==> config.mk <==
export PLATFORM = sky130hd
export DESIGN_NAME = circular_deque_buffer_top_flat
export DESIGN_NICKNAME = d
export VERILOG_FILES = /design/src/rtl/cdb_pkg.sv /design/src/rtl/cdb_in_if.sv /design/src/rtl/cdb_out_if.sv /design/src/rtl/cdb_ctrl.sv /design/src/rtl/cdb_datapath.sv /design/src/rtl/circular_deque_buffer_top.sv /design/src/flat_wrapper.sv
export SDC_FILE = /design/constraint.sdc
export NUM_CORES = 1
export LEC_CHECK = 0
export BUFFER_PORTS_ARGS = -buffer_cell sky130_fd_sc_hd__buf_2
export CAP_MARGIN = 20
export CORE_MARGIN = 2
export CORE_UTILIZATION = 45
export DETAILED_ROUTE_END_ITERATION = 6
export PLACE_DENSITY_LB_ADDON = 0.2
export SYNTH_ARGS = -nofsm -noshare
export SYNTH_HDL_FRONTEND = slang
export SYNTH_SLANG_ARGS = --single-unit
export TNS_END_PERCENT = 20
==> constraint.sdc <==
create_clock -name clk -period 8.5 [get_ports clk]
set_input_delay 2.55 -clock clk [delete_from_list [all_inputs] [get_ports clk]]
set_output_delay 2.55 -clock clk [all_outputs]
set_load 0.005 [all_outputs]
==> src/rtl/cdb_pkg.sv <==
`timescale 1ns / 1ps
// ----------------------------------------------------------------------------
// cdb_pkg
// Shared types, codes and default sizes of the circular deque buffer.
// ----------------------------------------------------------------------------
package cdb_pkg;

  localparam int DEPTH_DEF      = 16;
  localparam int DATA_WIDTH_DEF = 32;

  localparam int OP_W     = 3;
  localparam int VALUE_W  = 32;
  localparam int POS_W    = 5;
  localparam int DATA_W   = 32;
  localparam int STATUS_W = 2;
  localparam int COUNT_W  = 5;

  typedef enum logic [OP_W-1:0] {
    OP_PUSH_FRONT = 3'd0,
    OP_PUSH_BACK  = 3'd1,
    OP_POP_FRONT  = 3'd2,
    OP_POP_BACK   = 3'd3,
    OP_READ       = 3'd4,
    OP_WRITE      = 3'd5
  } op_t;

  typedef enum logic [STATUS_W-1:0] {
    ST_OK    = 2'd0,
    ST_RANGE = 2'd1,
    ST_FULL  = 2'd2
  } status_t;

  typedef struct packed {
    logic load;
    logic exec;
  } cmd_t;

endpackage

==> src/rtl/cdb_in_if.sv <==
`timescale 1ns / 1ps
// ----------------------------------------------------------------------------
// cdb_in_if
// Request channel: one deque operation per transaction.
// ----------------------------------------------------------------------------
interface cdb_in_if;
  logic                              valid;
  logic                              ready;
  logic [cdb_pkg::OP_W-1:0]          op;
  logic [cdb_pkg::VALUE_W-1:0]       value;
  logic signed [cdb_pkg::POS_W-1:0]  position;

  modport source (output valid, output op, output value, output position, input ready);
  modport sink   (input valid, input op, input value, input position, output ready);
endinterface

==> src/rtl/cdb_out_if.sv <==
`timescale 1ns / 1ps
// ----------------------------------------------------------------------------
// cdb_out_if
// Response channel: data, status and element count of one operation.
// ----------------------------------------------------------------------------
interface cdb_out_if;
  logic                           valid;
  logic                           ready;
  logic [cdb_pkg::DATA_W-1:0]     data;
  logic [cdb_pkg::STATUS_W-1:0]   status;
  logic [cdb_pkg::COUNT_W-1:0]    count;

  modport source (output valid, output data, output status, output count, input ready);
  modport sink   (input valid, input data, input status, input count, output ready);
endinterface

==> src/rtl/cdb_ctrl.sv <==
`timescale 1ns / 1ps
// ----------------------------------------------------------------------------
// cdb_ctrl
// Sequencer: accept a request, execute it, then hold the response until taken.
// ----------------------------------------------------------------------------
module cdb_ctrl (
  input  logic          clk,
  input  logic          rst,
  input  logic          req_valid,
  output logic          req_ready,
  output logic          rsp_valid,
  input  logic          rsp_ready,
  output cdb_pkg::cmd_t cmd
);

  typedef enum logic [2:0] {
    S_IDLE = 3'b001,
    S_CALC = 3'b010,
    S_SEND = 3'b100
  } state_t;

  state_t state;
  state_t state_next;

  assign req_ready = (state == S_IDLE);
  assign rsp_valid = (state == S_SEND);
  assign cmd.load  = req_valid && req_ready;
  assign cmd.exec  = (state == S_CALC);

  always_comb begin
    state_next = state;
    case (state)
      S_IDLE: begin
        if (req_valid) state_next = S_CALC;
      end
      S_CALC: begin
        state_next = S_SEND;
      end
      S_SEND: begin
        if (rsp_ready) state_next = S_IDLE;
      end
      default: begin
        state_next = S_IDLE;
      end
    endcase
  end

  always_ff @(posedge clk) begin
    if (rst) begin
      state <= S_IDLE;
    end else begin
      state <= state_next;
    end
  end

endmodule

==> src/rtl/cdb_datapath.sv <==
`timescale 1ns / 1ps
// ----------------------------------------------------------------------------
// cdb_datapath
// Entry store, head pointer and fill count, with index resolution and wrap.
// ----------------------------------------------------------------------------
module cdb_datapath #(
  parameter int DEPTH      = cdb_pkg::DEPTH_DEF,
  parameter int DATA_WIDTH = cdb_pkg::DATA_WIDTH_DEF
) (
  input  logic                              clk,
  input  logic                              rst,
  input  cdb_pkg::cmd_t                     cmd,
  input  logic [cdb_pkg::OP_W-1:0]          op,
  input  logic [cdb_pkg::VALUE_W-1:0]       value,
  input  logic signed [cdb_pkg::POS_W-1:0]  position,
  output logic [cdb_pkg::DATA_W-1:0]        data,
  output logic [cdb_pkg::STATUS_W-1:0]      status,
  output logic [cdb_pkg::COUNT_W-1:0]       count
);

  localparam int PTR_W = (DEPTH > 1) ? $clog2(DEPTH) : 1;
  localparam int CNT_W = $clog2(DEPTH + 1);
  localparam int EXT_W = CNT_W + cdb_pkg::POS_W + 1;

  logic [DATA_WIDTH-1:0]         mem [DEPTH];
  logic [DATA_WIDTH-1:0]         rd_q;

  logic [cdb_pkg::OP_W-1:0]      op_q;
  logic [cdb_pkg::VALUE_W-1:0]   value_q;
  logic [cdb_pkg::POS_W-1:0]     pos_q;

  logic [PTR_W-1:0]              head;
  logic [PTR_W-1:0]              head_next;
  logic [CNT_W-1:0]              fill;
  logic [CNT_W-1:0]              fill_next;
  logic [cdb_pkg::STATUS_W-1:0]  status_q;
  cdb_pkg::status_t              status_next;
  logic                          data_en_q;
  logic                          data_en_next;

  logic                          full;
  logic                          empty;
  logic [CNT_W-1:0]              fill_m1;
  logic [cdb_pkg::POS_W-1:0]     neg_amt;
  logic [EXT_W-1:0]              fill_ext;
  logic [EXT_W-1:0]              neg_ext;
  logic [EXT_W-1:0]              pos_ext;
  logic [EXT_W-1:0]              idx_ext;
  logic                          idx_ok;
  logic [PTR_W-1:0]              logical;
  logic [PTR_W:0]                slot_sum;
  logic [PTR_W-1:0]              slot;
  logic [PTR_W-1:0]              head_dec;
  logic [PTR_W-1:0]              head_inc;
  logic [PTR_W-1:0]              addr;
  logic                          wr_en;
  logic                          rd_en;

  assign full    = (fill == CNT_W'(DEPTH));
  assign empty   = (fill == '0);
  assign fill_m1 = fill - 1'b1;

  assign neg_amt  = ~pos_q + 1'b1;
  assign fill_ext = EXT_W'(fill);
  assign neg_ext  = EXT_W'(neg_amt);
  assign pos_ext  = EXT_W'(pos_q);
  assign idx_ok   = pos_q[cdb_pkg::POS_W-1] ? (fill_ext >= neg_ext) : (pos_ext < fill_ext);
  assign idx_ext  = pos_q[cdb_pkg::POS_W-1] ? (fill_ext - neg_ext) : pos_ext;

  always_comb begin
    case (op_q)
      cdb_pkg::OP_PUSH_BACK: logical = fill[PTR_W-1:0];
      cdb_pkg::OP_POP_BACK:  logical = fill_m1[PTR_W-1:0];
      default:               logical = idx_ext[PTR_W-1:0];
    endcase
  end

  assign slot_sum = {1'b0, head} + {1'b0, logical};
  assign slot     = (slot_sum >= (PTR_W + 1)'(DEPTH)) ?
                    PTR_W'(slot_sum - (PTR_W + 1)'(DEPTH)) : slot_sum[PTR_W-1:0];
  assign head_dec = (head == '0) ? PTR_W'(DEPTH - 1) : head - 1'b1;
  assign head_inc = (head == PTR_W'(DEPTH - 1)) ? '0 : head + 1'b1;

  always_comb begin
    head_next    = head;
    fill_next    = fill;
    status_next  = cdb_pkg::ST_OK;
    data_en_next = 1'b0;
    wr_en        = 1'b0;
    rd_en        = 1'b0;
    addr         = slot;
    case (op_q)
      cdb_pkg::OP_PUSH_FRONT: begin
        addr = head_dec;
        if (full) begin
          status_next = cdb_pkg::ST_FULL;
        end else begin
          wr_en     = 1'b1;
          head_next = head_dec;
          fill_next = fill + 1'b1;
        end
      end
      cdb_pkg::OP_PUSH_BACK: begin
        if (full) begin
          status_next = cdb_pkg::ST_FULL;
        end else begin
          wr_en     = 1'b1;
          fill_next = fill + 1'b1;
        end
      end
      cdb_pkg::OP_POP_FRONT: begin
        addr = head;
        if (empty) begin
          status_next = cdb_pkg::ST_RANGE;
        end else begin
          rd_en        = 1'b1;
          data_en_next = 1'b1;
          head_next    = head_inc;
          fill_next    = fill_m1;
        end
      end
      cdb_pkg::OP_POP_BACK: begin
        if (empty) begin
          status_next = cdb_pkg::ST_RANGE;
        end else begin
          rd_en        = 1'b1;
          data_en_next = 1'b1;
          fill_next    = fill_m1;
        end
      end
      cdb_pkg::OP_READ: begin
        if (idx_ok) begin
          rd_en        = 1'b1;
          data_en_next = 1'b1;
        end else begin
          status_next = cdb_pkg::ST_RANGE;
        end
      end
      cdb_pkg::OP_WRITE: begin
        if (idx_ok) begin
          wr_en = 1'b1;
        end else begin
          status_next = cdb_pkg::ST_RANGE;
        end
      end
      default: begin
        status_next = cdb_pkg::ST_RANGE;
      end
    endcase
  end

  always_ff @(posedge clk) begin
    if (cmd.load) begin
      op_q    <= op;
      value_q <= value;
      pos_q   <= position;
    end
    if (cmd.exec) begin
      status_q  <= status_next;
      data_en_q <= data_en_next;
    end
  end

  always_ff @(posedge clk) begin
    if (cmd.exec && wr_en) begin
      mem[addr] <= DATA_WIDTH'(value_q);
    end
    if (cmd.exec && rd_en) begin
      rd_q <= mem[addr];
    end
  end

  always_ff @(posedge clk) begin
    if (rst) begin
      head <= '0;
      fill <= '0;
    end else if (cmd.exec) begin
      head <= head_next;
      fill <= fill_next;
    end
  end

  assign data   = data_en_q ? cdb_pkg::DATA_W'(rd_q) : '0;
  assign status = status_q;
  assign count  = cdb_pkg::COUNT_W'(fill);

endmodule

==> src/rtl/circular_deque_buffer_top.sv <==
`timescale 1ns / 1ps
// ----------------------------------------------------------------------------
// circular_deque_buffer_top
// Fixed-capacity double-ended ring buffer with indexed read and write.
// ----------------------------------------------------------------------------
// Usage:
//   Each request transaction on req carries op, value and position and asks
//   for one operation: push or pop at either end, or read or write the
//   element at a logical index, where a negative index counts from the back.
//   Each request yields exactly one response transaction on rsp with data,
//   status (ok, out of range, full) and the element count afterwards.
//   The response becomes valid once the request has been registered and then
//   executed; the result passes through the registered read port of the entry
//   store and the response register, which holds until the receiver takes it.
//   Items are handled one at a time: no new request is accepted until the
//   response has been taken.
//   While the receiver stalls, the response is held steady and no new request
//   is accepted. Reset empties the buffer (head pointer and count cleared);
//   stored words are left as they are and are never read before written.
// ----------------------------------------------------------------------------
module circular_deque_buffer_top #(
  parameter int DEPTH      = cdb_pkg::DEPTH_DEF,
  parameter int DATA_WIDTH = cdb_pkg::DATA_WIDTH_DEF
) (
  input  logic       clk,
  input  logic       rst,
  cdb_in_if.sink     req,
  cdb_out_if.source  rsp
);

  cdb_pkg::cmd_t cmd;

  cdb_ctrl u_ctrl (
    .clk       (clk),
    .rst       (rst),
    .req_valid (req.valid),
    .req_ready (req.ready),
    .rsp_valid (rsp.valid),
    .rsp_ready (rsp.ready),
    .cmd       (cmd)
  );

  cdb_datapath #(
    .DEPTH      (DEPTH),
    .DATA_WIDTH (DATA_WIDTH)
  ) u_datapath (
    .clk      (clk),
    .rst      (rst),
    .cmd      (cmd),
    .op       (req.op),
    .value    (req.value),
    .position (req.position),
    .data     (rsp.data),
    .status   (rsp.status),
    .count    (rsp.count)
  );

endmodule

==> src/flat_wrapper.sv <==
// flat-port wrapper written by rule: the top's interface ports become plain ports
module circular_deque_buffer_top_flat 
#(
  parameter int DEPTH      = cdb_pkg::DEPTH_DEF,
  parameter int DATA_WIDTH = cdb_pkg::DATA_WIDTH_DEF
)
  (clk, rst, req_valid, req_op, req_value, req_position, req_ready, rsp_valid, rsp_data, rsp_status, rsp_count, rsp_ready);
  cdb_in_if req_i ();
  cdb_out_if rsp_i ();
  input  logic clk;
  input  logic rst;
  input wire logic [$bits(req_i.valid)-1:0] req_valid;
  input wire logic [$bits(req_i.op)-1:0] req_op;
  input wire logic [$bits(req_i.value)-1:0] req_value;
  input wire logic [$bits(req_i.position)-1:0] req_position;
  output wire logic [$bits(req_i.ready)-1:0] req_ready;
  output wire logic [$bits(rsp_i.valid)-1:0] rsp_valid;
  output wire logic [$bits(rsp_i.data)-1:0] rsp_data;
  output wire logic [$bits(rsp_i.status)-1:0] rsp_status;
  output wire logic [$bits(rsp_i.count)-1:0] rsp_count;
  input wire logic [$bits(rsp_i.ready)-1:0] rsp_ready;
  assign req_i.valid = req_valid;
  assign req_i.op = req_op;
  assign req_i.value = req_value;
  assign req_i.position = req_position;
  assign req_ready = req_i.ready;
  assign rsp_valid = rsp_i.valid;
  assign rsp_data = rsp_i.data;
  assign rsp_status = rsp_i.status;
  assign rsp_count = rsp_i.count;
  assign rsp_i.ready = rsp_ready;
  circular_deque_buffer_top #(.DEPTH(DEPTH), .DATA_WIDTH(DATA_WIDTH)) u_core (.clk(clk), .rst(rst), .req(req_i), .rsp(rsp_i));
endmodule
==> flow_summary.toml <==
[logic_synthesis]
synth.area.mux_share = 0.0160
synthAdderAreaFrac = 0.0116
post_synth_and_or_nand_nor_area_fraction = 0.181
synth_ff_type = "edfxtp_1"
synthXorXnorAreaFrac = 0.00586
ys_seq_elements = 599
synth.avg_cell_area_sq_um = 13.2
synthArstFlopShare = 0
synth-compound-area-share = 0.0173
yosysSeqAreaShare = 0.747
syn_nets = 1881
yosysWarnings = 0
syn_inst = 1816
synth_edf_count = 587
synth_top_family_by_area = "simple AND/OR/NAND/NOR gates"
synth_area_sq_um = 23900
synthDistinctLibCells = 54

[sta]
tightest_slew_ps = 1020
holdWs_ps = 586
rsz0062_at_grt = "no"
finalCritPeriodShare = 0.595
drv_slew = 0
final.min_clock_period_ps = 5060
max-slew-margin-rel = 0.318
skew_ps = 20.6
fmax_mhz = 198
finalSetupViolations = 0
setup_tns_ps = 0
hold_viol_final = 0

[cells_and_area]
seq_area_sq_um = 17900
diodes = 0
multi_input_area_sq_um = 5670
area_growth_pct = 13.3
instances_no_fill = 2629
fillCellCount = 4479
drive_gt1_frac = 0.124
nNetsFinal = 1963
final_core_util = 0.516

[pwr]
vdd_drop_max_uv = 161
p_leak_nw = 9.37
p_total_mw = 6.60
power-per-cell-area_nw_per_um2 = 243

[floorplanning]
io_pins = 85
die-area_sq_um = 55000
die_h_microns = 235
start_util = 0.455
die_w_microns = 235
rows = 84
coreArea_sq_um = 52600

[cts]
ctsHoldBuffers = 0
cts_setup_buffers = 0
cts.path.max_buffers = 3
cts_max_level = 2
clockRootBuffer = "clkbuf_16"
cts.clk_slew.worst_paths_ps = 60
cts_resized = 0
cts_tree = "yes"
clk-insertion-delay-late_ps = 620
cts_made_buffers = 60
cts_sinks = 599

[drt]
first_iter_violations = 1180
vias = 14200
drt-pass1-iter-count = 5
vias_per_cell = 5.42
routed_wl_microns = 55200
route.detailed.drc = 0
ant_nets = 0
wl_per_cell_microns = 21.0

[grt]
overflow = 0
grt_pass1_vias = 13800
track_usage = 0.198
grt_pass1_wl_microns = 84100
grt_max_degree = 207
grt_antenna_before_repair = 1

[setup_path]
critPathMaxFanout = 46
worstSetupStartpointType = "flop"
worstPathArrival_ps = 5340
end_kind = "flop"
path_class = "reg -> reg"
required_ps = 8790

[place]
dpl.hpwl_microns = 30600
place_congestion = 0.827
dp.cells = 2521
io_buffers = 84

[flow_run]
max-cap-violations = 0

[status]
status = "finished clean"

[worst_hold_path]
hold_class = "reg -> reg"
state kept, by name, summed over array words and instances (netlist names):
register                     count
u_core.u_datapath.mem          512
u_core.u_datapath.rd_q          32
u_core.u_datapath.value_q       32
u_core.u_datapath.count          5
u_core.u_datapath.pos_q          5
u_core.u_datapath.head           4
u_core.u_ctrl.state              3
u_core.u_datapath.op_q           3
u_core.u_datapath.status         2
u_core.u_datapath.data_en_q      1
worst paths after layout:
kind,from,end,slack [ps],cells after the start
setup / recovery,u_core.u_datapath.count[0],u_core.u_datapath.mem[11][21],3440,15
hold / removal,u_core.u_ctrl.state[2],u_core.u_ctrl.state[0],590,2
setup reg to reg,u_core.u_datapath.count[0],u_core.u_datapath.mem[11][21],3440,15
hold reg to reg,u_core.u_ctrl.state[2],u_core.u_ctrl.state[0],590,2
synth_stat cells (3+ instances only):
cell type | count | area share
inv_1 | 18 | 0.0028
nand3b_1 | 3 | 0.00094
a31oi_1 | 4 | 0.0010
nor3_1 | 19 | 0.0040
nor2b_1 | 6 | 0.0016
dfxtp_1 | 12 | 0.010
nand2_1 | 524 | 0.082
nor3b_1 | 5 | 0.0016
buf_1 | 5 | 0.00078
nor2_1 | 20 | 0.0031
edfxtp_1 | 587 | 0.74
nand2b_1 | 7 | 0.0018
o21ba_2 | 4 | 0.0017
and2_1 | 36 | 0.0094
ha_1 | 19 | 0.0099
nand3_1 | 259 | 0.054
mux2i_1 | 36 | 0.015
buf_2 | 50 | 0.010
a211oi_1 | 4 | 0.0013
o21ai_0 | 15 | 0.0031
xnor2_1 | 12 | 0.0044
xor2_1 | 4 | 0.0015
a21oi_1 | 11 | 0.0023
clkbuf_1 | 46 | 0.0072
nor4_1 | 5 | 0.0013
nand4_1 | 66 | 0.017
cell families after synthesis:
group / count (synthesis)
xor+xnor: 16
fa+ha+maj: 21
flops: 599
mux: 38
buf+inv: 122
compound gates: 60
simple gates: 960
cell type report:
cell class | instances | share of cell area
repair buffers | 123 | 0.0280
clock inverters | 31 | 0.0118
multi-input cells | 1095 | 0.209
clock buffers | 74 | 0.0581
well taps | 688 | 0.0317
flip-flops and latches | 599 | 0.659
inverters | 19 | 0.00263
where the power goes:
group	leakage, nW	switching (mW)	internal (mW)
clock	0.926	1.08	1.49
combinational	3.06	0.467	0.203
sequential	5.39	0.0591	3.29
layout by cell type, fill, tap and decap left out, types with 8 or more instances in the layout:
cell type	instances
nor2_1	20
nand3_1	259
clkinv_1	10
ha_1	19
buf_2	84
a21oi_1	11
mux2i_1	36
clkbuf_1	13
edfxtp_1	587
clkinv_2	8
clkbuf_16	61
nor3_2	16
dfxtp_1	12
and2_1	34
inv_1	18
nand4_1	66
xnor2_1	12
buf_4	34
o21ai_0	15
nand2_1	524
per-layer routing:
metal / wire length [microns] / share of wire / track usage
met5: 8 / 0.00014 / 0
met2: 26400 / 0.48 / 0.320
met4: 1280 / 0.023 / 0.0606
met3: 2780 / 0.050 / 0.0295
met1: 24700 / 0.45 / 0.280
critical path, stage by stage, from the launching register on:
cell and delay [ps]:
dfxtp_1 530, inv_1 110, ha_1 260, fa_1 470
nand2_1 70, o21ai_0 70, o21ai_0 300, inv_1 100
fa_1 430, o21ba_2 250, a31oi_1 90, nor4_2 370
buf_4 530, inv_1 230, nor3_2 460, buf_4 390
metrics by stage:
stage / cell area (sq um) / worst slack, ps
4_1_cts: 27100 / 2780
2_1_floorplan: 23900 / 2410
3_3_place_gp: 25200 / 2900
5_1_grt: 27100 / 3050
3_5_place_dp: 25200 / 2800
6_report: 27100 / 3440
Power figures use the tool's default switching activity.
